### config.mk
export PLATFORM = sky130hd
export DESIGN_NAME = console_line_timestamper_unit_flat
export DESIGN_NICKNAME = d
export VERILOG_FILES = /design/src/rtl/clts_pkg.sv /design/src/rtl/clts_if.sv /design/src/rtl/console_line_timestamper_unit.sv /design/src/rtl/clts_front.sv /design/src/rtl/clts_time_pipe.sv /design/src/rtl/clts_fifo.sv /design/src/rtl/clts_back.sv /design/src/flat_wrapper.sv
export VERILOG_INCLUDE_DIRS = /design/src /design/src/rtl
export SDC_FILE = /design/constraint.sdc
export NUM_CORES = 2
export LEC_CHECK = 0
export ABC_AREA = 1
export BUFFER_PORTS_ARGS = -buffer_cell sky130_fd_sc_hd__buf_2
export CORE_ASPECT_RATIO = 0.5
export CORE_MARGIN = 1.5
export CORE_UTILIZATION = 61
export CTS_CLUSTER_SIZE = 30
export DETAILED_ROUTE_END_ITERATION = 10
export PLACE_DENSITY_LB_ADDON = 0.05
export SETUP_SLACK_MARGIN = 0.15
export SLEW_MARGIN = 20
export SYNTH_ARGS = -nofsm -noshare
export SYNTH_HDL_FRONTEND = slang
export SYNTH_HIERARCHICAL = 1
export SYNTH_SLANG_ARGS = --single-unit
### constraint.sdc
create_clock -name clk_i -period 15.4 [get_ports clk_i]
set_input_delay 1.54 -clock clk_i [delete_from_list [all_inputs] [get_ports clk_i]]
set_output_delay 1.54 -clock clk_i [all_outputs]
set_load 0.02 [all_outputs]
### src/rtl/assert_macros.svh
// Assertion macros shared by the console line timestamper RTL.
// Depends on nothing; a user module must have clk_i and rst_ni in scope.
`ifndef ASSERT_MACROS_SVH
`define ASSERT_MACROS_SVH

`ifndef SYNTHESIS
// Check a property on every clock edge outside of reset.
`define CLTS_ASSERT(lbl, prop, msg) \
  lbl: assert property (@(posedge clk_i) disable iff (!rst_ni) prop) else $error(msg);
// Check a property on every clock edge, reset included.
`define CLTS_ASSERT_NORST(lbl, prop, msg) \
  lbl: assert property (@(posedge clk_i) prop) else $error(msg);
`else
`define CLTS_ASSERT(lbl, prop, msg)
`define CLTS_ASSERT_NORST(lbl, prop, msg)
`endif

`endif

### src/rtl/clts_pkg.sv
// Package of the console line timestamper: widths, character codes,
// reciprocal constants, item types and small decimal helpers. No dependencies.
package clts_pkg;

  localparam int CHAR_W      = 8;
  localparam int TIME_W      = 32;
  localparam int STAMP_LEN   = 12;   // "[MM:SS.mmm] "
  localparam int IDX_W       = 4;    // covers 0 .. STAMP_LEN
  localparam int QDEPTH      = 4;    // power of two, pointers wrap naturally
  localparam int QPTR_W      = $clog2(QDEPTH);
  localparam int QCNT_W      = $clog2(QDEPTH + 1);
  localparam int PIPE_STAGES = 5;    // time conversion stages after the front register
  localparam int MIN_W       = 17;   // full minute count of a 32-bit ms value

  // Character codes
  localparam logic [CHAR_W-1:0] CH_LF     = 8'h0A;
  localparam logic [CHAR_W-1:0] CH_CR     = 8'h0D;
  localparam logic [CHAR_W-1:0] CH_LBRACK = 8'h5B;
  localparam logic [CHAR_W-1:0] CH_RBRACK = 8'h5D;
  localparam logic [CHAR_W-1:0] CH_COLON  = 8'h3A;
  localparam logic [CHAR_W-1:0] CH_DOT    = 8'h2E;
  localparam logic [CHAR_W-1:0] CH_SPACE  = 8'h20;
  localparam logic [3:0]        CH_DIGIT_HI = 4'h3;  // upper nibble of '0'..'9'

  // Time constants
  localparam logic [15:0] MS_PER_MIN   = 16'd60000;
  localparam logic [9:0]  MS_PER_S     = 10'd1000;
  localparam logic [6:0]  C100         = 7'd100;
  localparam logic [3:0]  DEC_BASE     = 4'd10;
  // (t >> 5) / 1875 == t / 60000; exact for 27-bit operands
  localparam logic [27:0] MIN_RECIP    = 28'd146601551;
  localparam int          MIN_RECIP_SH = 38;
  // (m >> 2) / 25 == m / 100; exact for 15-bit operands, shift 20
  localparam logic [15:0] C100_RECIP   = 16'd41944;
  // (r >> 3) / 125 == r / 1000; exact for 13-bit operands, shift 20
  localparam logic [13:0] SEC_RECIP    = 14'd8389;
  // v / 10 for v < 1029, shift 11
  localparam logic [7:0]  DIV10_RECIP  = 8'd205;

  typedef logic [3:0] digit_t;

  typedef enum logic [1:0] {
    KIND_PLAIN,   // the character alone
    KIND_CRLF,    // CR inserted ahead of the line feed
    KIND_STAMP    // stamp, then the character
  } kind_e;

  typedef struct packed {
    logic [CHAR_W-1:0] ch;
    kind_e             kind;
  } tag_t;

  typedef struct packed {
    tag_t   tag;
    digit_t min_t;
    digit_t min_o;
    digit_t sec_t;
    digit_t sec_o;
    digit_t ms_h;
    digit_t ms_t;
    digit_t ms_o;
  } item_t;

  function automatic logic [6:0] div10(input logic [9:0] v);
    logic [17:0] p;
    p = 18'(v) * 18'(DIV10_RECIP);
    return p[17:11];
  endfunction

  // Split a value below 100 into tens and ones.
  function automatic logic [7:0] dec2(input logic [6:0] v);
    logic [6:0] q;
    logic [6:0] r;
    q = div10({3'b000, v});
    r = v - 7'(q * 7'(DEC_BASE));
    return {q[3:0], r[3:0]};
  endfunction

  function automatic logic [CHAR_W-1:0] digit_char(input digit_t d);
    return {CH_DIGIT_HI, d};
  endfunction

  // Index of the final output transaction of an item.
  function automatic logic [IDX_W-1:0] last_idx(input kind_e k);
    logic [IDX_W-1:0] r;
    unique case (k)
      KIND_PLAIN: r = '0;
      KIND_CRLF:  r = IDX_W'(1);
      KIND_STAMP: r = IDX_W'(STAMP_LEN);
      default:    r = '0;
    endcase
    return r;
  endfunction

endpackage

### src/rtl/clts_if.sv
// Channel interfaces of the console line timestamper: input, output and config.
// Depends on clts_pkg for the field widths.
interface clts_in_if;
  logic                         valid;
  logic                         ready;
  logic [clts_pkg::CHAR_W-1:0]  char_in;
  logic [clts_pkg::TIME_W-1:0]  time_ms;
  modport source (output valid, char_in, time_ms, input ready);
  modport sink   (input valid, char_in, time_ms, output ready);
endinterface

interface clts_out_if;
  logic                         valid;
  logic                         ready;
  logic [clts_pkg::CHAR_W-1:0]  char_out;
  logic                         last;
  modport source (output valid, char_out, last, input ready);
  modport sink   (input valid, char_out, last, output ready);
endinterface

interface clts_cfg_if;
  logic valid;
  logic ready;
  logic expand_newline;
  modport source (output valid, expand_newline, input ready);
  modport sink   (input valid, expand_newline, output ready);
endinterface

### src/rtl/console_line_timestamper_unit.sv
// Top level of the console line timestamper.
// Depends on clts_pkg, clts_if.sv, clts_front, clts_time_pipe, clts_fifo, clts_back.

// Each accepted transaction carries one console byte and the millisecond
// count. The unit emits 1, 2 or 13 output transactions per input: the byte
// alone; CR then LF for a line feed while expand_newline is 1 (reset value);
// or the stamp "[MM:SS.mmm] " followed by the byte for the first character of
// a line other than CR or LF. Minutes show modulo 100; a line feed returns to
// line start, so blank lines stay bare, and a CR at line start passes bare.
// last marks the final output transaction of each input. Throughput is one
// output transaction per cycle, set by the single output register; plain
// bytes therefore flow at one per cycle with both sides streaming. A stamped
// line start takes 13 output transactions, and the input keeps accepting
// until the 4-entry queue and the 6-stage front pipeline are full. The path
// from input acceptance to the first output transaction runs through the
// front register, five stages of time conversion, the queue write and the
// output register. Write expand_newline only while the unit is drained; the
// write takes effect for the next accepted byte.
module console_line_timestamper_unit (
  input  logic        clk_i,
  input  logic        rst_ni,
  clts_cfg_if.sink    cfg_i,
  clts_in_if.sink     in_i,
  clts_out_if.source  out_o
);

  logic                         adv;
  logic                         s1_vld;
  clts_pkg::tag_t               s1_tag;
  logic [clts_pkg::TIME_W-1:0]  s1_time;
  logic                         push;
  clts_pkg::item_t              push_item;
  logic                         pop;
  logic                         fifo_full;
  logic                         fifo_empty;
  clts_pkg::item_t              head;

  // Accept, classify and track the line position.
  clts_front u_front (
    .clk_i     (clk_i),
    .rst_ni    (rst_ni),
    .cfg_i     (cfg_i),
    .in_i      (in_i),
    .adv_i     (adv),
    .s1_vld_o  (s1_vld),
    .s1_tag_o  (s1_tag),
    .s1_time_o (s1_time)
  );

  // Convert the time to stamp digits; hold the whole front when the queue is full and the last stage holds an item.
  clts_time_pipe u_time_pipe (
    .clk_i       (clk_i),
    .rst_ni      (rst_ni),
    .s1_vld_i    (s1_vld),
    .s1_tag_i    (s1_tag),
    .s1_time_i   (s1_time),
    .fifo_full_i (fifo_full),
    .adv_o       (adv),
    .push_o      (push),
    .item_o      (push_item)
  );

  // Decouple classification from character emission.
  clts_fifo u_fifo (
    .clk_i       (clk_i),
    .rst_ni      (rst_ni),
    .push_i      (push),
    .push_item_i (push_item),
    .pop_i       (pop),
    .full_o      (fifo_full),
    .empty_o     (fifo_empty),
    .head_o      (head)
  );

  // Emit one character per cycle while the output is ready; drop the queue head after its last one.
  clts_back u_back (
    .clk_i        (clk_i),
    .rst_ni       (rst_ni),
    .fifo_empty_i (fifo_empty),
    .head_i       (head),
    .pop_o        (pop),
    .out_o        (out_o)
  );

endmodule

### src/rtl/clts_front.sv
// Front end: config register, input acceptance, line tracking and classification.
// Depends on clts_pkg and the channel interfaces in clts_if.sv.
module clts_front (
  input  logic                          clk_i,
  input  logic                          rst_ni,
  clts_cfg_if.sink                      cfg_i,
  clts_in_if.sink                       in_i,
  input  logic                          adv_i,
  output logic                          s1_vld_o,
  output clts_pkg::tag_t                s1_tag_o,
  output logic [clts_pkg::TIME_W-1:0]   s1_time_o
);

  logic                         expand_q;
  logic                         mid_q;
  logic                         mid_d;
  logic                         vld_q;
  logic                         in_fire;
  clts_pkg::tag_t               tag_d;
  clts_pkg::tag_t               tag_q;
  logic [clts_pkg::TIME_W-1:0]  time_q;

  assign cfg_i.ready = 1'b1;
  assign in_i.ready  = adv_i;
  assign in_fire     = in_i.valid && adv_i;

  // Classify the character and advance the mid-line flag.
  always_comb begin
    mid_d       = mid_q;
    tag_d.ch    = in_i.char_in;
    tag_d.kind  = clts_pkg::KIND_PLAIN;
    priority if (in_i.char_in == clts_pkg::CH_LF) begin
      mid_d = 1'b0;
      if (expand_q) begin
        tag_d.kind = clts_pkg::KIND_CRLF;
      end
    end else if (in_i.char_in == clts_pkg::CH_CR) begin
      mid_d = mid_q;
    end else if (!mid_q) begin
      tag_d.kind = clts_pkg::KIND_STAMP;
      mid_d      = 1'b1;
    end else begin
      mid_d = mid_q;
    end
  end

  always_ff @(posedge clk_i or negedge rst_ni) begin
    if (!rst_ni) begin
      expand_q <= 1'b1;
      mid_q    <= 1'b0;
      vld_q    <= 1'b0;
    end else begin
      if (cfg_i.valid) begin
        expand_q <= cfg_i.expand_newline;
      end
      if (adv_i) begin
        vld_q <= in_i.valid;
      end
      if (in_fire) begin
        mid_q <= mid_d;
      end
    end
  end

  always_ff @(posedge clk_i) begin
    if (in_fire) begin
      tag_q  <= tag_d;
      time_q <= in_i.time_ms;
    end
  end

  assign s1_vld_o  = vld_q;
  assign s1_tag_o  = tag_q;
  assign s1_time_o = time_q;

endmodule

### src/rtl/clts_time_pipe.sv
// Time conversion pipeline: milliseconds to MM:SS.mmm digits.
// Depends on clts_pkg.
module clts_time_pipe (
  input  logic                          clk_i,
  input  logic                          rst_ni,
  input  logic                          s1_vld_i,
  input  clts_pkg::tag_t                s1_tag_i,
  input  logic [clts_pkg::TIME_W-1:0]   s1_time_i,
  input  logic                          fifo_full_i,
  output logic                          adv_o,
  output logic                          push_o,
  output clts_pkg::item_t               item_o
);

  logic [clts_pkg::PIPE_STAGES-1:0] vld_q;

  // Stage 2: full minutes
  clts_pkg::tag_t               s2_tag_q;
  logic [clts_pkg::TIME_W-1:0]  s2_time_q;
  logic [clts_pkg::MIN_W-1:0]   s2_min_q;
  logic [54:0]                  min_prod;

  // Stage 3: remainder in ms, minutes / 100
  clts_pkg::tag_t               s3_tag_q;
  logic [clts_pkg::MIN_W-1:0]   s3_min_q;
  logic [15:0]                  s3_rem_q;
  logic [9:0]                   s3_q100_q;
  logic [32:0]                  mms_prod;
  logic [31:0]                  rem_full;
  logic [30:0]                  q_prod;

  // Stage 4: seconds, minutes mod 100
  clts_pkg::tag_t               s4_tag_q;
  logic [15:0]                  s4_rem_q;
  logic [5:0]                   s4_sec_q;
  logic [6:0]                   s4_r100_q;
  logic [26:0]                  sec_prod;
  logic [16:0]                  r100_full;

  // Stage 5: milliseconds, minute and second digits
  clts_pkg::tag_t               s5_tag_q;
  logic [9:0]                   s5_ms_q;
  logic [7:0]                   s5_min_dig_q;
  logic [7:0]                   s5_sec_dig_q;
  logic [15:0]                  ms_full;

  // Stage 6: ms / 10 and ms ones digit
  clts_pkg::tag_t               s6_tag_q;
  logic [6:0]                   s6_msd_q;
  clts_pkg::digit_t             s6_ms_o_q;
  logic [7:0]                   s6_min_dig_q;
  logic [7:0]                   s6_sec_dig_q;
  logic [6:0]                   msd_d;
  logic [9:0]                   ms_o_full;
  logic [7:0]                   ms_ht;

  assign adv_o  = !vld_q[clts_pkg::PIPE_STAGES-1] || !fifo_full_i;
  assign push_o = vld_q[clts_pkg::PIPE_STAGES-1] && !fifo_full_i;

  assign min_prod  = 55'(s1_time_i[clts_pkg::TIME_W-1:5]) * 55'(clts_pkg::MIN_RECIP);
  assign mms_prod  = 33'(s2_min_q) * 33'(clts_pkg::MS_PER_MIN);
  assign rem_full  = s2_time_q - mms_prod[31:0];
  assign q_prod    = 31'(s2_min_q[clts_pkg::MIN_W-1:2]) * 31'(clts_pkg::C100_RECIP);
  assign sec_prod  = 27'(s3_rem_q[15:3]) * 27'(clts_pkg::SEC_RECIP);
  assign r100_full = s3_min_q - 17'(s3_q100_q) * 17'(clts_pkg::C100);
  assign ms_full   = s4_rem_q - 16'(s4_sec_q) * 16'(clts_pkg::MS_PER_S);
  assign msd_d     = clts_pkg::div10(s5_ms_q);
  assign ms_o_full = s5_ms_q - 10'(msd_d) * 10'(clts_pkg::DEC_BASE);
  assign ms_ht     = clts_pkg::dec2(s6_msd_q);

  always_ff @(posedge clk_i or negedge rst_ni) begin
    if (!rst_ni) begin
      vld_q <= '0;
    end else if (adv_o) begin
      vld_q <= {vld_q[clts_pkg::PIPE_STAGES-2:0], s1_vld_i};
    end
  end

  always_ff @(posedge clk_i) begin
    if (adv_o) begin
      s2_tag_q     <= s1_tag_i;
      s2_time_q    <= s1_time_i;
      s2_min_q     <= min_prod[clts_pkg::MIN_RECIP_SH +: clts_pkg::MIN_W];

      s3_tag_q     <= s2_tag_q;
      s3_min_q     <= s2_min_q;
      s3_rem_q     <= rem_full[15:0];
      s3_q100_q    <= q_prod[29:20];

      s4_tag_q     <= s3_tag_q;
      s4_rem_q     <= s3_rem_q;
      s4_sec_q     <= sec_prod[25:20];
      s4_r100_q    <= r100_full[6:0];

      s5_tag_q     <= s4_tag_q;
      s5_ms_q      <= ms_full[9:0];
      s5_min_dig_q <= clts_pkg::dec2(s4_r100_q);
      s5_sec_dig_q <= clts_pkg::dec2({1'b0, s4_sec_q});

      s6_tag_q     <= s5_tag_q;
      s6_msd_q     <= msd_d;
      s6_ms_o_q    <= ms_o_full[3:0];
      s6_min_dig_q <= s5_min_dig_q;
      s6_sec_dig_q <= s5_sec_dig_q;
    end
  end

  always_comb begin
    item_o.tag   = s6_tag_q;
    item_o.min_t = s6_min_dig_q[7:4];
    item_o.min_o = s6_min_dig_q[3:0];
    item_o.sec_t = s6_sec_dig_q[7:4];
    item_o.sec_o = s6_sec_dig_q[3:0];
    item_o.ms_h  = ms_ht[7:4];
    item_o.ms_t  = ms_ht[3:0];
    item_o.ms_o  = s6_ms_o_q;
  end

endmodule

### src/rtl/clts_fifo.sv
// Short queue of classified items between the front end and the character emitter.
// Depends on clts_pkg.
module clts_fifo (
  input  logic             clk_i,
  input  logic             rst_ni,
  input  logic             push_i,
  input  clts_pkg::item_t  push_item_i,
  input  logic             pop_i,
  output logic             full_o,
  output logic             empty_o,
  output clts_pkg::item_t  head_o
);

  clts_pkg::item_t              mem_q [clts_pkg::QDEPTH];
  logic [clts_pkg::QPTR_W-1:0]  wr_ptr_q;
  logic [clts_pkg::QPTR_W-1:0]  rd_ptr_q;
  logic [clts_pkg::QCNT_W-1:0]  cnt_q;

  assign full_o  = (cnt_q == clts_pkg::QCNT_W'(clts_pkg::QDEPTH));
  assign empty_o = (cnt_q == '0);
  assign head_o  = mem_q[rd_ptr_q];

  always_ff @(posedge clk_i or negedge rst_ni) begin
    if (!rst_ni) begin
      wr_ptr_q <= '0;
      rd_ptr_q <= '0;
      cnt_q    <= '0;
    end else begin
      if (push_i) begin
        wr_ptr_q <= wr_ptr_q + clts_pkg::QPTR_W'(1);
      end
      if (pop_i) begin
        rd_ptr_q <= rd_ptr_q + clts_pkg::QPTR_W'(1);
      end
      unique case ({push_i, pop_i})
        2'b10:   cnt_q <= cnt_q + clts_pkg::QCNT_W'(1);
        2'b01:   cnt_q <= cnt_q - clts_pkg::QCNT_W'(1);
        default: cnt_q <= cnt_q;
      endcase
    end
  end

  always_ff @(posedge clk_i) begin
    if (push_i) begin
      mem_q[wr_ptr_q] <= push_item_i;
    end
  end

endmodule

### src/rtl/clts_back.sv
// Back end: walks the queue head through its output characters into the output register.
// Depends on clts_pkg, clts_if.sv and assert_macros.svh.
`include "assert_macros.svh"

module clts_back (
  input  logic             clk_i,
  input  logic             rst_ni,
  input  logic             fifo_empty_i,
  input  clts_pkg::item_t  head_i,
  output logic             pop_o,
  clts_out_if.source       out_o
);

  logic                          out_vld_q;
  logic [clts_pkg::CHAR_W-1:0]   out_char_q;
  logic                          out_last_q;
  logic [clts_pkg::IDX_W-1:0]    idx_q;
  logic                          load;
  logic                          last_c;
  logic [clts_pkg::CHAR_W-1:0]   char_c;
  logic [clts_pkg::CHAR_W-1:0]   stamp_c [clts_pkg::STAMP_LEN];

  assign load   = !fifo_empty_i && (!out_vld_q || out_o.ready);
  assign last_c = (idx_q == clts_pkg::last_idx(head_i.tag.kind));
  assign pop_o  = load && last_c;

  always_comb begin
    stamp_c[0]  = clts_pkg::CH_LBRACK;
    stamp_c[1]  = clts_pkg::digit_char(head_i.min_t);
    stamp_c[2]  = clts_pkg::digit_char(head_i.min_o);
    stamp_c[3]  = clts_pkg::CH_COLON;
    stamp_c[4]  = clts_pkg::digit_char(head_i.sec_t);
    stamp_c[5]  = clts_pkg::digit_char(head_i.sec_o);
    stamp_c[6]  = clts_pkg::CH_DOT;
    stamp_c[7]  = clts_pkg::digit_char(head_i.ms_h);
    stamp_c[8]  = clts_pkg::digit_char(head_i.ms_t);
    stamp_c[9]  = clts_pkg::digit_char(head_i.ms_o);
    stamp_c[10] = clts_pkg::CH_RBRACK;
    stamp_c[11] = clts_pkg::CH_SPACE;
  end

  always_comb begin
    unique case (head_i.tag.kind)
      clts_pkg::KIND_PLAIN: char_c = head_i.tag.ch;
      clts_pkg::KIND_CRLF:  char_c = (idx_q == '0) ? clts_pkg::CH_CR : head_i.tag.ch;
      clts_pkg::KIND_STAMP: begin
        if (idx_q < clts_pkg::IDX_W'(clts_pkg::STAMP_LEN)) begin
          char_c = stamp_c[idx_q];
        end else begin
          char_c = head_i.tag.ch;
        end
      end
      default:              char_c = head_i.tag.ch;
    endcase
  end

  always_ff @(posedge clk_i or negedge rst_ni) begin
    if (!rst_ni) begin
      out_vld_q <= 1'b0;
      idx_q     <= '0;
    end else if (load) begin
      out_vld_q <= 1'b1;
      idx_q     <= last_c ? '0 : idx_q + clts_pkg::IDX_W'(1);
    end else if (out_o.ready) begin
      out_vld_q <= 1'b0;
    end
  end

  always_ff @(posedge clk_i) begin
    if (load) begin
      out_char_q <= char_c;
      out_last_q <= last_c;
    end
  end

  assign out_o.valid    = out_vld_q;
  assign out_o.char_out = out_char_q;
  assign out_o.last     = out_last_q;

  `CLTS_ASSERT(a_idx_idle, fifo_empty_i |-> (idx_q == '0), "index left mid-item on empty queue")
  `CLTS_ASSERT(a_idx_range, !fifo_empty_i |-> (idx_q <= clts_pkg::last_idx(head_i.tag.kind)), "index past item end")
  `CLTS_ASSERT(a_idx_hold, (out_vld_q && !out_o.ready) |=> $stable(idx_q), "index moved under stall")
  `CLTS_ASSERT_NORST(a_rst_idx, !rst_ni |-> (idx_q == '0), "index not cleared in reset")

endmodule
### src/flat_wrapper.sv
// flat-port wrapper written by rule: the top's interface ports become plain ports
module console_line_timestamper_unit_flat 
  (clk_i, rst_ni, cfg_i_valid, cfg_i_expand_newline, cfg_i_ready, in_i_valid, in_i_char_in, in_i_time_ms, in_i_ready, out_o_valid, out_o_char_out, out_o_last, out_o_ready);
  clts_cfg_if cfg_i_i ();
  clts_in_if in_i_i ();
  clts_out_if out_o_i ();
  input  logic clk_i;
  input  logic rst_ni;
  input wire logic [$bits(cfg_i_i.valid)-1:0] cfg_i_valid;
  input wire logic [$bits(cfg_i_i.expand_newline)-1:0] cfg_i_expand_newline;
  output wire logic [$bits(cfg_i_i.ready)-1:0] cfg_i_ready;
  input wire logic [$bits(in_i_i.valid)-1:0] in_i_valid;
  input wire logic [$bits(in_i_i.char_in)-1:0] in_i_char_in;
  input wire logic [$bits(in_i_i.time_ms)-1:0] in_i_time_ms;
  output wire logic [$bits(in_i_i.ready)-1:0] in_i_ready;
  output wire logic [$bits(out_o_i.valid)-1:0] out_o_valid;
  output wire logic [$bits(out_o_i.char_out)-1:0] out_o_char_out;
  output wire logic [$bits(out_o_i.last)-1:0] out_o_last;
  input wire logic [$bits(out_o_i.ready)-1:0] out_o_ready;
  assign cfg_i_i.valid = cfg_i_valid;
  assign cfg_i_i.expand_newline = cfg_i_expand_newline;
  assign cfg_i_ready = cfg_i_i.ready;
  assign in_i_i.valid = in_i_valid;
  assign in_i_i.char_in = in_i_char_in;
  assign in_i_i.time_ms = in_i_time_ms;
  assign in_i_ready = in_i_i.ready;
  assign out_o_valid = out_o_i.valid;
  assign out_o_char_out = out_o_i.char_out;
  assign out_o_last = out_o_i.last;
  assign out_o_i.ready = out_o_ready;
  console_line_timestamper_unit u_core (.clk_i(clk_i), .rst_ni(rst_ni), .cfg_i(cfg_i_i), .in_i(in_i_i), .out_o(out_o_i));
endmodule
# [Word level (Yosys, flattened, before mapping)]
# Memory sizes are Yosys's and may differ from the RTL's.
# Cells that the tools add are included.
[totals] ramBits=148 regBits=261 memories=1 in_bits=46 out_inout_bits=12
[mem_list] memory="u_core.u_fifo.mem_q" words=4 width=37 read_ports=1 rd_ports_with_merged_regs=0 wr=1 line_no="clts_fifo.sv:14" rtl="clts_pkg::item_t mem_q [clts_pkg::QDEPTH];"
[classes] n_bitwise=1 mul=14 n_reduce_logical=15 n_mux=19 eq_ne=9 n_addsub=12 order_cmp=2
[op_table] op="27-bit by 28-bit multiplier with 55-bit output, second input constant" count=1
[op_table] op="8-bit binary-select mux with 4-bit select" count=1
[op_table] op="8-bit two-way mux" count=4
[op_table] op="7-bit by 8-bit multiplier with 15-bit output, second input constant" count=2
[op_table] op="15-bit by 13-bit multiplier with 27-bit output, second input constant" count=1
[op_table] op="13-bit by 14-bit multiplier with 26-bit output, second input constant" count=1
[op_table] op="10-bit by 8-bit multiplier with 18-bit output, second input constant" count=1
[op_table] op="17-bit by 11-bit multiplier with 11-bit output, second input constant" count=1
[op_table] op="8-bit by 4-bit == test with 1-bit output, second input constant" count=2
[op_table] op="8-bit case mux with 2 select lines" count=1
[op_table] op="16-bit subtractor" count=1
[op_table] op="4-bit subtractor" count=4
[op_table] op="6-bit by 8-bit multiplier with 14-bit output, second input constant" count=1
[op_table] op="10-bit by 5-bit multiplier with 5-bit output, second input constant" count=1
[op_table] op="10-bit subtractor" count=1
[op_table] op="4-bit by 3-bit multiplier with 3-bit output, second input constant" count=2
[op_table] op="4-bit case mux with 2 select lines" count=1
[op_table] op="6-bit by 7-bit multiplier with 7-bit output, second input constant" count=1
[op_table] op="7-bit by 3-bit multiplier with 3-bit output, second input constant" count=1
[op_table] op="1-bit two-way mux" count=7
[op_table] op="7-bit subtractor" count=1
[op_table] op="2-bit two-way mux" count=3
[op_table] op="3-bit case mux with 2 select lines" count=1
[op_table] op="5-bit >= comparator, second input constant" count=1
[op_table] op="other kinds (20)" count=31

# [Depth between registers and ports, before layout]
# An unclocked memory read counts as a cell.
[logic_depth] word_depth=7 depth_mapped=29

# [By module]
# Netlist, hierarchy kept.
[modules_own_cells] mod="clts_time_pipe" instances=1 area_per_inst_um2=31077.3 seq_area_each_um2=5680.4 cells_each=3290
[modules_own_cells] mod="clts_fifo" instances=1 area_per_inst_um2=6600.1 seq_area_each_um2=4739.5 cells_each=492
[modules_own_cells] mod="clts_front" instances=1 area_per_inst_um2=1492.7 seq_area_each_um2=1337.5 cells_each=80
[modules_own_cells] mod="clts_back" instances=1 area_per_inst_um2=1132.3 seq_area_each_um2=395.4 cells_each=159

# [Least setup slack after synthesis]
# OpenSTA, ideal clock, no wires.
[synth_path] path_kind="reg2out" startpoint="register u_core/u_fifo/cnt_q[2] in the netlist's numbering" endpoint="output in_i_ready" path_slack_ns=8.622 arrival_time_ns=5.238 stages_incl_launch_ff=5 path_cell_list="dfrtp_1 inv_1 nor3_1 nand2_1 buf_4"
[synth_via] elab_chain_cells=3
[synth_rtl] element="start: declaration" line_no="clts_fifo.sv:17" rtl="logic [clts_pkg::QCNT_W-1:0] cnt_q;"
[synth_rtl] element="start signal: assignment" line_no="clts_fifo.sv:36" rtl="2'b10: cnt_q <= cnt_q + clts_pkg::QCNT_W'(1);"
[synth_rtl] element="start signal: assignment" line_no="clts_fifo.sv:37" rtl="2'b01: cnt_q <= cnt_q - clts_pkg::QCNT_W'(1);"
[synth_rtl] element="start signal: assignment" line_no="clts_fifo.sv:38" rtl="default: cnt_q <= cnt_q;"
[synth_rtl] element="3-bit == test" line_no="clts_fifo.sv:19" rtl="assign full_o = (cnt_q == clts_pkg::QCNT_W'(clts_pkg::QDEPTH));"
[synth_rtl] element="net u_core.fifo_full" line_no="console_line_timestamper_unit.sv:34" rtl="logic fifo_full;"
[synth_rtl] element="1-bit zero test" line_no="clts_time_pipe.sv:57" rtl="assign adv_o = !vld_q[clts_pkg::PIPE_STAGES-1] || !fifo_full_i;"
[synth_rtl] element="1-bit logical OR" line_no="clts_time_pipe.sv:57"
[synth_rtl] element="end: declaration" line_no="flat_wrapper.sv:15" rtl="output wire logic [$bits(in_i_i.ready)-1:0] in_i_ready;"
# The timed path passes the listed nets, and every way through them passes these cells.

# [Worst setup path in the final report]
[layout_path] startpoint="register u_core.u_front.time_q (netlist bit u_core/u_front/s1_time_o[14])" endpoint="register u_core/u_time_pipe/s2_min_q[16] in the netlist's numbering (data pin)"
[layout_via] elab_chain_cells=1
[layout_rtl] element="start: declaration" line_no="clts_front.sv:21" rtl="logic [clts_pkg::TIME_W-1:0] time_q;"
[layout_rtl] element="start signal: assignment" line_no="clts_front.sv:68" rtl="time_q <= in_i.time_ms;"
[layout_rtl] element="27-bit by 28-bit multiplier with 55-bit output" line_no="clts_time_pipe.sv:60" rtl="assign min_prod = 55'(s1_time_i[clts_pkg::TIME_W-1:5]) * 55'(clts_pkg::MIN_RECIP);"
[layout_rtl] element="net u_core.u_time_pipe.min_prod[54]" line_no="clts_time_pipe.sv:21" rtl="logic [54:0] min_prod;"
[layout_rtl] element="end signal: assignment" line_no="clts_time_pipe.sv:83" rtl="s2_min_q <= min_prod[clts_pkg::MIN_RECIP_SH +: clts_pkg::MIN_W];"
[layout_rtl] element="end: declaration" line_no="clts_time_pipe.sv:20" rtl="logic [clts_pkg::MIN_W-1:0] s2_min_q;"
# The timed path passes the listed nets, and every way through them passes these cells.
# A chain may end at the register's enable or synchronous reset.

==> run metrics <==
status=finished clean; hold bufs inserted after CTS=0; total negative slack=0 ns; Setup Crit Path Kind=flip-flop to flip-flop; Critical Path RT=15.74 ns; fill count=5285; RSZ-0062 raised after global routing=no; H-tree levels=2; max-slew violation count=0; DR vias=26170; initial core utilization=61.86%; Pre-Repair DR Iteration Count=6; Yosys warning total=6; area of the die=67710 um^2; Main synth FF type=edfxtp_1; Worst EP arrival=6.94 ns; Root Driver=clkbuf_16; grt total ovfl=0; # rows=66; Crit path top cell by count=fa_1; Detailed Place HPWL=74.59 mm; Hold Crit Class=flip-flop to flip-flop; relative slew slack=38.53%; worst-path cell chain=inv_1, fa_1, fa_1, fa_1, inv_1, fa_1, inv_1, fa_1, fa_1, fa_1, inv_1, ha_1, a21oi_1, a21boi_1, nand2_1, nand2_1, nand2_1, a21oi_1, nand2_1, nand2_1, nand2_1; # setup viols final=0; drt drc=0; port bufs=56; ys async rst share=4.902%; Synth Register Bits=408; largest stage delay on the critical path=0.74 ns; WL/cell=18.00 um; Post-Syn Area per Cell=10.02 um^2; gpl congestion=0.9727; Reg clk slew, reported paths=0.07 ns; critical path's slowest cell=fa_1; CORE AREA=65160 um^2; Setup crit start kind=flip-flop; initial antenna violation count=0; # diodes=0; CTS sink cnt=408; Setup Buffers After CTS=0; Die X=366.5 um; layout cells sized above 1=5.405%; nature of the critical path endpoint=flip-flop; Max Cap Viol=0; Syn Inst Count=4021; Slew @ Worst Pin=0.9221 ns; EDFF count, synth=388; post-route ant nets=0; Post-Syn Area=40300 um^2; Syn-to-layout area delta=6.374%; I/O pin count=58; post-synth cell types=48; Tcrit/Tclk final=42.82%; CTS resizes=0; worst-skew pair later-pin latency=0.62 ns; CTS max path bufs=3; Final Skew=0.04815 ns; CTS buffer count=39; DR iter-0 viols=1761; first-pass GRT wire length=144.6 mm; GRT Util Overall=27.71%; largest fanout on the critical path=9; vias in the first global route=27540; fmax=151.7 MHz; TritonCTS clock tree=yes; post-synthesis sequential area ratio=30.15%; fin crit period=6.594 ns; WL final=90.19 mm; Final Hold Violating Endpoints=0; Via density=5.224; die height=184.8 um; # nets final=5212; largest net degree at the start of global routing=86; Syn Nets=5138
[layout make-up]
type                       instances  area [um^2]  area share (%)
inverter                        1098         4121           9.614
clock buffer                      53         1059           2.469
multi-input combinational       2480        23790           55.49
clock inverter                    19        267.8          0.6246
sequential                       408        12160           28.36
timing repair buffer              68        370.4          0.8639
tap                              884         1106           2.580
[metal layers]
metal / track usage, % / wire length [um]
met2: 48.80 / 43560
met3: 3.637 / 3751
met1: 36.38 / 40460
met5: 0 / 0
met4: 7.237 / 2420
[logic make-up after synthesis]
group,share of synthesized area (%)
flops,30.15
xor+xnor,1.652
other cells,0.01863
compound gates,5.905
simple gates,10.00
mux,0.02794
fa+ha+maj,41.41
buf+inv,10.83
[placed cells by master (no fill, tap or decap), types with 14 or more instances in the layout]
cell and n:
o211ai_2 29, o211ai_1 49, xor2_1 46, nand4_1 37
fa_1 438, o21bai_1 21, dfrtp_1 18, a21oi_1 150
o21ai_0 99, nor2_1 136, inv_1 1083, clkbuf_16 39
nand3_1 95, buf_2 56, nand2_1 594, ha_1 633
inv_2 14, xnor2_1 30, edfxtp_1 388, nor3_1 17
[per-stage QoR]
step           instances  util [%]  cell area, um^2  hold WS (ns)  setup slack [ns]
6_report            5010     65.80            42870        0.4153             8.806
3_5_place_dp        4938     63.76            41540        0.4045             8.834
3_3_place_gp        4938     63.76            41540        0.4006             8.911
2_1_floorplan       4021         -            40300        0.4003             8.622
5_1_grt             5010     65.80            42870        0.4173             8.458
4_1_cts             5010     65.80            42870        0.4170             8.780
[registers in the layout, indices dropped and copies added, names as in the netlist, 8 cells and up]
register / cells
u_core/u_fifo/mem_q: 152
u_core/u_front/s1_time_o: 32
u_core/u_time_pipe/s2_min_q: 17
u_core/u_time_pipe/s2_time_q: 16
u_core/u_time_pipe/s3_rem_q: 16
u_core/u_front/s1_tag_o: 10
u_core/u_time_pipe/item_o: 10
u_core/u_time_pipe/s2_tag_q: 10
u_core/u_time_pipe/s3_tag_q: 10
u_core/u_time_pipe/s4_rem_q: 10
u_core/u_time_pipe/s4_tag_q: 10
u_core/u_time_pipe/s5_ms_q: 10
u_core/u_time_pipe/s5_tag_q: 10
u_core/u_back/out_o.char_out: 8
u_core/u_time_pipe/s5_min_dig_q: 8
u_core/u_time_pipe/s6_min_dig_q: 8
[path summary, 6_finish.rpt]
kind,end,startpoint,depth (start not counted),slack [ns]
min in group asynchronous,u_core/u_fifo/cnt_q[1],rst_ni,1,0.94
max reg2reg,u_core/u_time_pipe/s2_min_q[16],u_core/u_front/s1_time_o[14],21,8.81
max in group asynchronous,u_core/u_fifo/rd_ptr_q[0],rst_ni,1,14.06
max,u_core/u_time_pipe/s2_min_q[16],u_core/u_front/s1_time_o[14],21,8.81
min,u_core/u_time_pipe/s4_rem_q[1],u_core/u_time_pipe/s3_rem_q[1],0,0.42
min reg2reg,u_core/u_time_pipe/s4_rem_q[1],u_core/u_time_pipe/s3_rem_q[1],0,0.42
[worst max-delay path, delay by kind of cell (launching register included)]
kind            cells  cell delay [ns]
fa+ha+maj           8             4.13
compound gates      3             0.71
flops               1             0.68
simple gates        6             0.45
buf+inv             4             0.36
[cell usage after synthesis (14+ instances only)]
master	n	area, um^2
a21oi_1	150	750.7
buf_2	16	80.08
dfrtp_1	19	475.5
edfxtp_1	388	11650
fa_1	438	8768
ha_1	633	7920
inv_1	1083	4065
inv_2	14	52.55
nand2_1	595	2233
nand3_1	95	475.5
nand4_1	37	231.5
nor2_1	136	510.5
nor3_1	17	85.08
o211ai_1	49	367.9
o211ai_2	29	362.9
o21ai_0	99	495.5
o21bai_1	21	157.7
xnor2_1	30	262.8
xor2_1	46	402.9
Power is left out: the tool's default activity adds up to more than one toggle a clock period on the data nets, which glitch-free logic cannot reach.
